**config.mk**
```make
export PLATFORM = sky130hd
export DESIGN_NAME = sensor_burst_frame_deframer
export DESIGN_NICKNAME = d
export VERILOG_FILES = /design/src/sbfd_pkg.sv /design/src/sensor_burst_frame_deframer.sv
export SDC_FILE = /design/constraint.sdc
export NUM_CORES = 1
export LEC_CHECK = 0
export BUFFER_PORTS_ARGS = -buffer_cell sky130_fd_sc_hd__buf_4
export CAP_MARGIN = 40
export CORE_MARGIN = 2
export CORE_UTILIZATION = 39
export DETAILED_ROUTE_END_ITERATION = 7
export SYNTH_ARGS = -nofsm -noshare
export SYNTH_HDL_FRONTEND = slang
export SYNTH_SLANG_ARGS = --single-unit
```
**constraint.sdc**
```tcl
create_clock -name clk -period 33.1 [get_ports clk]
set_input_delay 4.965 -clock clk [delete_from_list [all_inputs] [get_ports clk]]
set_output_delay 4.965 -clock clk [all_outputs]
set_load 0.01 [all_outputs]
```
**src/sbfd_pkg.sv**
```systemverilog
// Shared types, constants and helpers for the sensor burst frame deframer.
package sbfd_pkg;

  // Configuration register indexes
  typedef enum logic [1:0] {
    REG_BURST_SEL    = 2'd0,
    REG_INCLINE_CTRL = 2'd1,
    REG_HEADER_BYTE  = 2'd2,
    REG_DELIM_BYTE   = 2'd3
  } cfg_reg_t;

  localparam int CFG_DATA_W = 16;

  // burst select enable bits
  localparam int BC_FLAGS = 15;
  localparam int BC_TEMP  = 14;
  localparam int BC_X     = 10;
  localparam int BC_Y     = 9;
  localparam int BC_Z     = 8;
  localparam int BC_COUNT = 1;
  localparam int BC_CSUM  = 0;

  // incline_ctrl tilt-select bits
  localparam int IC_X = 7;
  localparam int IC_Y = 6;
  localparam int IC_Z = 5;

  // present_mask bit positions
  localparam int PM_FLAGS = 0;
  localparam int PM_TEMP  = 1;
  localparam int PM_X     = 2;
  localparam int PM_Y     = 3;
  localparam int PM_Z     = 4;
  localparam int PM_COUNT = 5;
  localparam int PM_CSUM  = 6;
  localparam int PM_W     = 7;

  // status bits
  localparam int ST_HDR_BAD   = 0;
  localparam int ST_DELIM_BAD = 1;

  localparam logic [7:0]  HEADER_RST = 8'h80;
  localparam logic [7:0]  DELIM_RST  = 8'h0D;

  typedef logic [PM_W-1:0] pmask_t;

  // Map burst select enables onto present_mask order
  function automatic pmask_t present_bits(input logic [15:0] bc);
    pmask_t m;
    m[PM_FLAGS] = bc[BC_FLAGS];
    m[PM_TEMP]  = bc[BC_TEMP];
    m[PM_X]     = bc[BC_X];
    m[PM_Y]     = bc[BC_Y];
    m[PM_Z]     = bc[BC_Z];
    m[PM_COUNT] = bc[BC_COUNT];
    m[PM_CSUM]  = bc[BC_CSUM];
    return m;
  endfunction

endpackage

```
**src/sensor_burst_frame_deframer.sv**
```systemverilog
// Top level: deframes accelerometer burst replies into one result item per frame.
//
// Usage:
//  - in_* channel takes one received UART byte per item (valid/ready).
//  - out_* channel gives one item per frame, on the delimiter byte, carrying
//    status, presence and tilt masks and every raw field (absent fields zero).
//  - cfg_* is a plain write port: cfg_we with cfg_index selects burst select,
//    incline_ctrl, header_byte or delimiter_byte; write only while idle.
//  - Frame length is the header byte, the enabled payload bytes (up to 22)
//    and the delimiter byte.
// Timing:
//  - One byte per cycle is taken while in_ready is high; each byte updates the
//    position counter and the holding registers in the cycle it is accepted.
//  - The result item is loaded into the output register when the delimiter
//    byte is accepted.
//  - in_ready drops only while a finished result waits and out_ready is low;
//    the output register is the only thing that holds the input side back.
// Reset (synchronous, rst_n low): position returns to awaiting header, the
//  output register empties, configuration returns to its reset values.
module sensor_burst_frame_deframer
  import sbfd_pkg::*;
(
  input  logic                  clk,
  input  logic                  rst_n,
  input  logic                  cfg_we,
  input  logic [1:0]            cfg_index,
  input  logic [CFG_DATA_W-1:0] cfg_wdata,
  input  logic                  in_valid,
  output logic                  in_ready,
  input  logic [7:0]            in_rx_byte,
  output logic                  out_valid,
  input  logic                  out_ready,
  output logic [1:0]            out_status,
  output logic [6:0]            out_present_mask,
  output logic [2:0]            out_tilt_mask,
  output logic [15:0]           out_nd_flags,
  output logic signed [31:0]    out_temperature_raw,
  output logic signed [31:0]    out_axis_x_raw,
  output logic signed [31:0]    out_axis_y_raw,
  output logic signed [31:0]    out_axis_z_raw,
  output logic [15:0]           out_sample_count,
  output logic [15:0]           out_checksum_word
);

  // configuration
  logic [15:0] burst_sel_r;
  logic [7:0]  incline_ctrl_r;
  logic [7:0]  header_byte_r;
  logic [7:0]  delim_byte_r;

  // frame state
  logic [4:0]  pos_r, pos_nxt;
  logic        hdr_ok_r, hdr_ok_nxt;
  logic [7:0]  hi_r, hi_nxt;
  logic [15:0] nd_r, nd_nxt;
  logic [31:0] temp_r, temp_nxt;
  logic [31:0] ax_r, ax_nxt;
  logic [31:0] ay_r, ay_nxt;
  logic [31:0] az_r, az_nxt;
  logic [15:0] cnt_r, cnt_nxt;
  logic [15:0] csum_r, csum_nxt;

  // output register
  logic        out_valid_r;
  logic [1:0]  status_r;
  pmask_t      pmask_r;
  logic [2:0]  tilt_r;
  logic [15:0] o_nd_r, o_cnt_r, o_csum_r;
  logic [31:0] o_temp_r, o_ax_r, o_ay_r, o_az_r;

  pmask_t      pm;
  logic [3:0]  off_temp, off_x, off_y, off_z, off_cnt, off_csum, n_words;
  logic [4:0]  last_pos;
  logic [4:0]  rel;
  logic [3:0]  k;
  logic [15:0] word;
  logic        in_fire;
  logic        emit;
  logic [2:0]  tilt;

  assign in_ready = !out_valid_r || out_ready;
  assign in_fire  = in_valid && in_ready;

  // Word offsets of each field inside the payload
  always_comb begin
    pm       = present_bits(burst_sel_r);
    off_temp = {3'b0, pm[PM_FLAGS]};
    off_x    = off_temp + {2'b0, pm[PM_TEMP], 1'b0};
    off_y    = off_x + {2'b0, pm[PM_X], 1'b0};
    off_z    = off_y + {2'b0, pm[PM_Y], 1'b0};
    off_cnt  = off_z + {2'b0, pm[PM_Z], 1'b0};
    off_csum = off_cnt + {3'b0, pm[PM_COUNT]};
    n_words  = off_csum + {3'b0, pm[PM_CSUM]};
    // header sits at position 0, payload bytes at 1..2*n_words
    last_pos = {n_words, 1'b0} + 5'd1;
    tilt     = {pm[PM_Z] & incline_ctrl_r[IC_Z],
                pm[PM_Y] & incline_ctrl_r[IC_Y],
                pm[PM_X] & incline_ctrl_r[IC_X]};
  end

  assign rel  = pos_r - 5'd1;
  assign k    = rel[4:1];
  assign word = {hi_r, in_rx_byte};

  // Byte handling: header, payload, delimiter
  always_comb begin
    pos_nxt    = pos_r;
    hdr_ok_nxt = hdr_ok_r;
    hi_nxt     = hi_r;
    nd_nxt     = nd_r;
    temp_nxt   = temp_r;
    ax_nxt     = ax_r;
    ay_nxt     = ay_r;
    az_nxt     = az_r;
    cnt_nxt    = cnt_r;
    csum_nxt   = csum_r;
    emit       = 1'b0;
    if (in_fire) begin
      if (pos_r == 5'd0) begin
        // header: clear holds so absent fields read zero
        hdr_ok_nxt = (in_rx_byte == header_byte_r);
        hi_nxt     = '0;
        nd_nxt     = '0;
        temp_nxt   = '0;
        ax_nxt     = '0;
        ay_nxt     = '0;
        az_nxt     = '0;
        cnt_nxt    = '0;
        csum_nxt   = '0;
        pos_nxt    = 5'd1;
      end else if (pos_r < last_pos) begin
        if (!rel[0]) begin
          hi_nxt = in_rx_byte;
        end else begin
          if (pm[PM_FLAGS] && k == 4'd0) nd_nxt = word;
          if (pm[PM_TEMP] && k == off_temp)        temp_nxt[31:16] = word;
          if (pm[PM_TEMP] && k == off_temp + 4'd1) temp_nxt[15:0]  = word;
          if (pm[PM_X] && k == off_x)              ax_nxt[31:16]   = word;
          if (pm[PM_X] && k == off_x + 4'd1)       ax_nxt[15:0]    = word;
          if (pm[PM_Y] && k == off_y)              ay_nxt[31:16]   = word;
          if (pm[PM_Y] && k == off_y + 4'd1)       ay_nxt[15:0]    = word;
          if (pm[PM_Z] && k == off_z)              az_nxt[31:16]   = word;
          if (pm[PM_Z] && k == off_z + 4'd1)       az_nxt[15:0]    = word;
          if (pm[PM_COUNT] && k == off_cnt)        cnt_nxt         = word;
          if (pm[PM_CSUM] && k == off_csum)        csum_nxt        = word;
        end
        pos_nxt = pos_r + 5'd1;
      end else begin
        // delimiter position reached (or passed): close the frame
        emit       = 1'b1;
        pos_nxt    = 5'd0;
        hdr_ok_nxt = 1'b0;
      end
    end
  end

  // Configuration writes
  always_ff @(posedge clk) begin
    if (!rst_n) begin
      burst_sel_r    <= '0;
      incline_ctrl_r <= '0;
      header_byte_r  <= HEADER_RST;
      delim_byte_r   <= DELIM_RST;
    end else if (cfg_we) begin
      unique case (cfg_reg_t'(cfg_index))
        REG_BURST_SEL:    burst_sel_r    <= cfg_wdata;
        REG_INCLINE_CTRL: incline_ctrl_r <= cfg_wdata[7:0];
        REG_HEADER_BYTE:  header_byte_r  <= cfg_wdata[7:0];
        REG_DELIM_BYTE:   delim_byte_r   <= cfg_wdata[7:0];
      endcase
    end
  end

  // Frame state
  always_ff @(posedge clk) begin
    if (!rst_n) begin
      pos_r    <= '0;
      hdr_ok_r <= 1'b0;
    end else begin
      pos_r    <= pos_nxt;
      hdr_ok_r <= hdr_ok_nxt;
    end
  end

  // Holding registers need no reset: the header clears them
  always_ff @(posedge clk) begin
    hi_r   <= hi_nxt;
    nd_r   <= nd_nxt;
    temp_r <= temp_nxt;
    ax_r   <= ax_nxt;
    ay_r   <= ay_nxt;
    az_r   <= az_nxt;
    cnt_r  <= cnt_nxt;
    csum_r <= csum_nxt;
  end

  // Output register: load on frame end, drop when taken
  always_ff @(posedge clk) begin
    if (!rst_n) begin
      out_valid_r <= 1'b0;
    end else if (emit) begin
      out_valid_r <= 1'b1;
    end else if (out_ready) begin
      out_valid_r <= 1'b0;
    end
  end

  always_ff @(posedge clk) begin
    if (emit) begin
      status_r[ST_HDR_BAD]   <= !hdr_ok_r;
      status_r[ST_DELIM_BAD] <= (in_rx_byte != delim_byte_r);
      pmask_r  <= pm;
      tilt_r   <= tilt;
      o_nd_r   <= pm[PM_FLAGS] ? nd_r   : '0;
      o_temp_r <= pm[PM_TEMP]  ? temp_r : '0;
      o_ax_r   <= pm[PM_X]     ? ax_r   : '0;
      o_ay_r   <= pm[PM_Y]     ? ay_r   : '0;
      o_az_r   <= pm[PM_Z]     ? az_r   : '0;
      o_cnt_r  <= pm[PM_COUNT] ? cnt_r  : '0;
      o_csum_r <= pm[PM_CSUM]  ? csum_r : '0;
    end
  end

  assign out_valid           = out_valid_r;
  assign out_status          = status_r;
  assign out_present_mask    = pmask_r;
  assign out_tilt_mask       = tilt_r;
  assign out_nd_flags        = o_nd_r;
  assign out_temperature_raw = o_temp_r;
  assign out_axis_x_raw      = o_ax_r;
  assign out_axis_y_raw      = o_ay_r;
  assign out_axis_z_raw      = o_az_r;
  assign out_sample_count    = o_cnt_r;
  assign out_checksum_word   = o_csum_r;

endmodule

```
==> results.json <==
{
  "fin_nets": 1202,
  "die-height_um": 199.4,
  "port_buffers": 217,
  "hpwl_um": 22170,
  "synth_area_leaders": "edfxtp_1, and2_1, dfxtp_1",
  "ys.flop_type": "edfxtp_1",
  "r2r_end": "out_temperature_raw[3]$_SDFFCE_PN0P_",
  "crit_arrival_ns": 5.40,
  "clock-skew-final_ns": 0.02202,
  "tritoncts": "yes",
  "ff2ff_setup_slack_ns": 28.21,
  "layout_commonest_cell": "edfxtp_1",
  "syn2layout_area_growth_pct": 26.47,
  "drtIter0Drc": 524,
  "vias_per_cell": 4.649,
  "drtPass1Iterations": 5,
  "post_cts_resized": 0,
  "post_cts_buffers": 0,
  "clock_latency_ns": 0.56,
  "root_buffer": "clkbuf_16",
  "synth_area_mm2": 0.01490,
  "avgSynthCellArea_um2": 16.83,
  "dp.cells": 1621,
  "crit_start": "out_ready",
  "fp.dieArea_mm2": 0.03978,
  "ant_nets": 0,
  "reg2reg_depth": 14,
  "ys_seq_area_share_pct": 79.42,
  "cp-start-kind": "primary input",
  "total_leakage_power_nw": 7.068,
  "synth_edf_count": 372,
  "fin_crit_ns": 10.37,
  "max_freq_mhz": 96.48,
  "yosys.area.top_type": "edfxtp_1",
  "synth_cells": 885,
  "synth_async_sr_flop_share_pct": 0,
  "initial_utilization_pct": 39.55,
  "ys_seq_elements": 405,
  "cts_hold_buf": 0,
  "clkSinkCount": 405,
  "gp_congestion": 0.7987,
  "rows": 71,
  "placed_area_mm2": 0.01753,
  "drc_errors": 0,
  "path_clk_slew_ns": 0.06,
  "path_class": "in -> out",
  "hold_viol_final": 0,
  "final_cells": 1697,
  "yosys_warnings": 0,
  "grt_util_all_layers_pct": 16.95,
  "grt_max_degree": 63,
  "reg2reg_from": "burst_sel_r[10]$_SDFFE_PN0P_",
  "core-area_mm2": 0.03767,
  "status": "finished, final reports clean",
  "slew_headroom_pct": 41.35,
  "end_kind": "output pin",
  "finalSetupViolations": 0,
  "wirelength_um": 33270,
  "required_ns": 28.13,
  "timing.setup.tns_ns": 0,
  "io_pins": 221,
  "vias": 7889,
  "slew_viol_final": 0,
  "powerDensity_mw_per_mm2": 59.40,
  "dieWidth_um": 199.4,
  "final_cell_mix": "edfxtp_1, buf_4, and2_1, nand2_1, clkbuf_16",
  "yosysTopAreaCellShare_pct": 74.99,
  "drv_cap": 0,
  "grt_overflow": 0,
  "cts_made_buffers": 41,
  "ir_worst_vdd_v": 0.00002894,
  "synth_cell_type_count": 45,
  "h-tree-depth": 2,
  "rsz0062_at_grt": "false",
  "worst_pin_slew_ns": 0.8777,
  "post_drt_wl_per_cell_um": 19.61,
  "critPathMaxFanout": 4,
  "grt_pass1_vias": 7714,
  "grt_pass1_wl_um": 48660,
  "min_path_type": "reg -> reg",
  "drive_above_1_share_pct": 28.61,
  "fin_area_mm2": 0.01884,
  "antenna_found_initial": 3,
  "ctsLongestPathBuffers": 3,
  "utilization_pct": 50.02,
  "cp-endpoint": "in_ready",
  "final.period_utilization_pct": 31.32,
  "nFillCells": 3268,
  "synth_nets": 934
}
synthesized netlist by cell type (2+ instances only):
cell and instances:
xor2_1 30, and2_1 180, clkbuf_1 27, o21ai_1 3, nor2_1 26, nand2_1 49
xnor2_1 15, ha_1 15, a41oi_1 4, nand3b_1 3, a21oi_1 8, fa_1 3
nand3_1 9, nor3_1 2, inv_1 8, xnor2_2 2, dfxtp_1 33, nor4_1 3
nor2b_1 27, buf_2 4, nand4_1 4, mux2i_1 10, o21ai_0 4, a31oi_1 7
a21boi_0 12, edfxtp_1 372, and3_1 5, nor3b_1 3
metrics by stage:
stage | hold slack [ns] | setup WS, ns | power, mW
2_1_floorplan | 0.4329 | 14.00 | 0.6428
3_3_place_gp | 0.4439 | 22.74 | 0.6719
3_5_place_dp | 0.4595 | 22.73 | 0.6794
4_1_cts | 0.4747 | 22.73 | 1.134
5_1_grt | 0.4883 | 22.71 | 1.159
6_report | 0.4739 | 22.73 | 1.119
cell type report:
type                       instances  area [um^2]  share of cell area [%]
multi-input combinational        438         2945                   15.63
sequential                       405        11830                   62.80
clock buffer                      56         1135                   6.023
antenna                            1        2.502                 0.01328
clock inverter                    19        175.2                  0.9297
inverter                           8        30.03                  0.1594
timing repair buffer             259         2082                   11.05
tap                              511        639.4                   3.394
cells by family after synthesis:
family,after synthesis,share of synthesized area [%]
compound gates,44,1.940
xor+xnor,47,2.864
fa+ha+maj,18,1.663
buf+inv,42,1.168
flops,405,79.42
mux,10,0.6720
simple gates,319,12.27
worst max-delay path, cell delays in order:
cell	delay, ns
buf_4	0.11
nand2b_1	0.17
buf_4	0.16
registers in the layout, summed over array words and instances, names as in the netlist, 32 cells and up:
register / flops
out_axis_z_raw: 32
out_axis_x_raw: 32
ax_r: 32
out_axis_y_raw: 32
out_temperature_raw: 32
ay_r: 32
temp_r: 32
az_r: 32
power breakdown:
part,internal (mW),total (mW),switching (mW)
logic,0.0248,0.0697,0.0450
registers,0.590,0.597,0.00725
clock network,0.264,0.452,0.188
total,0.879,1.12,0.240
worst min path at each step:
stage	startpoint	end	slack (ns)	cells past startpoint
2_1_floorplan	hdr_ok_r$_SDFFE_PN0P_	out_status[0]$_DFFE_PP_	0.43	1
4_1_cts	hdr_ok_r$_SDFFE_PN0P_	out_status[0]$_DFFE_PP_	0.47	1
6_report	hdr_ok_r$_SDFFE_PN0P_	out_status[0]$_DFFE_PP_	0.47	1
3_5_place_dp	hdr_ok_r$_SDFFE_PN0P_	out_status[0]$_DFFE_PP_	0.46	1
3_3_place_gp	hdr_ok_r$_SDFFE_PN0P_	out_status[0]$_DFFE_PP_	0.44	1
5_1_grt	hdr_ok_r$_SDFFE_PN0P_	out_status[0]$_DFFE_PP_	0.49	1
layer usage:
layer | wire, um | global-route usage, % | part of all wire, %
met3 | 2405 | 3.376 | 7.2
met2 | 15570 | 26.66 | 47
met5 | 0 | 0 | 0
met4 | 627 | 5.514 | 1.9
met1 | 14670 | 23.76 | 44
(Power assumes the default switching activity.)
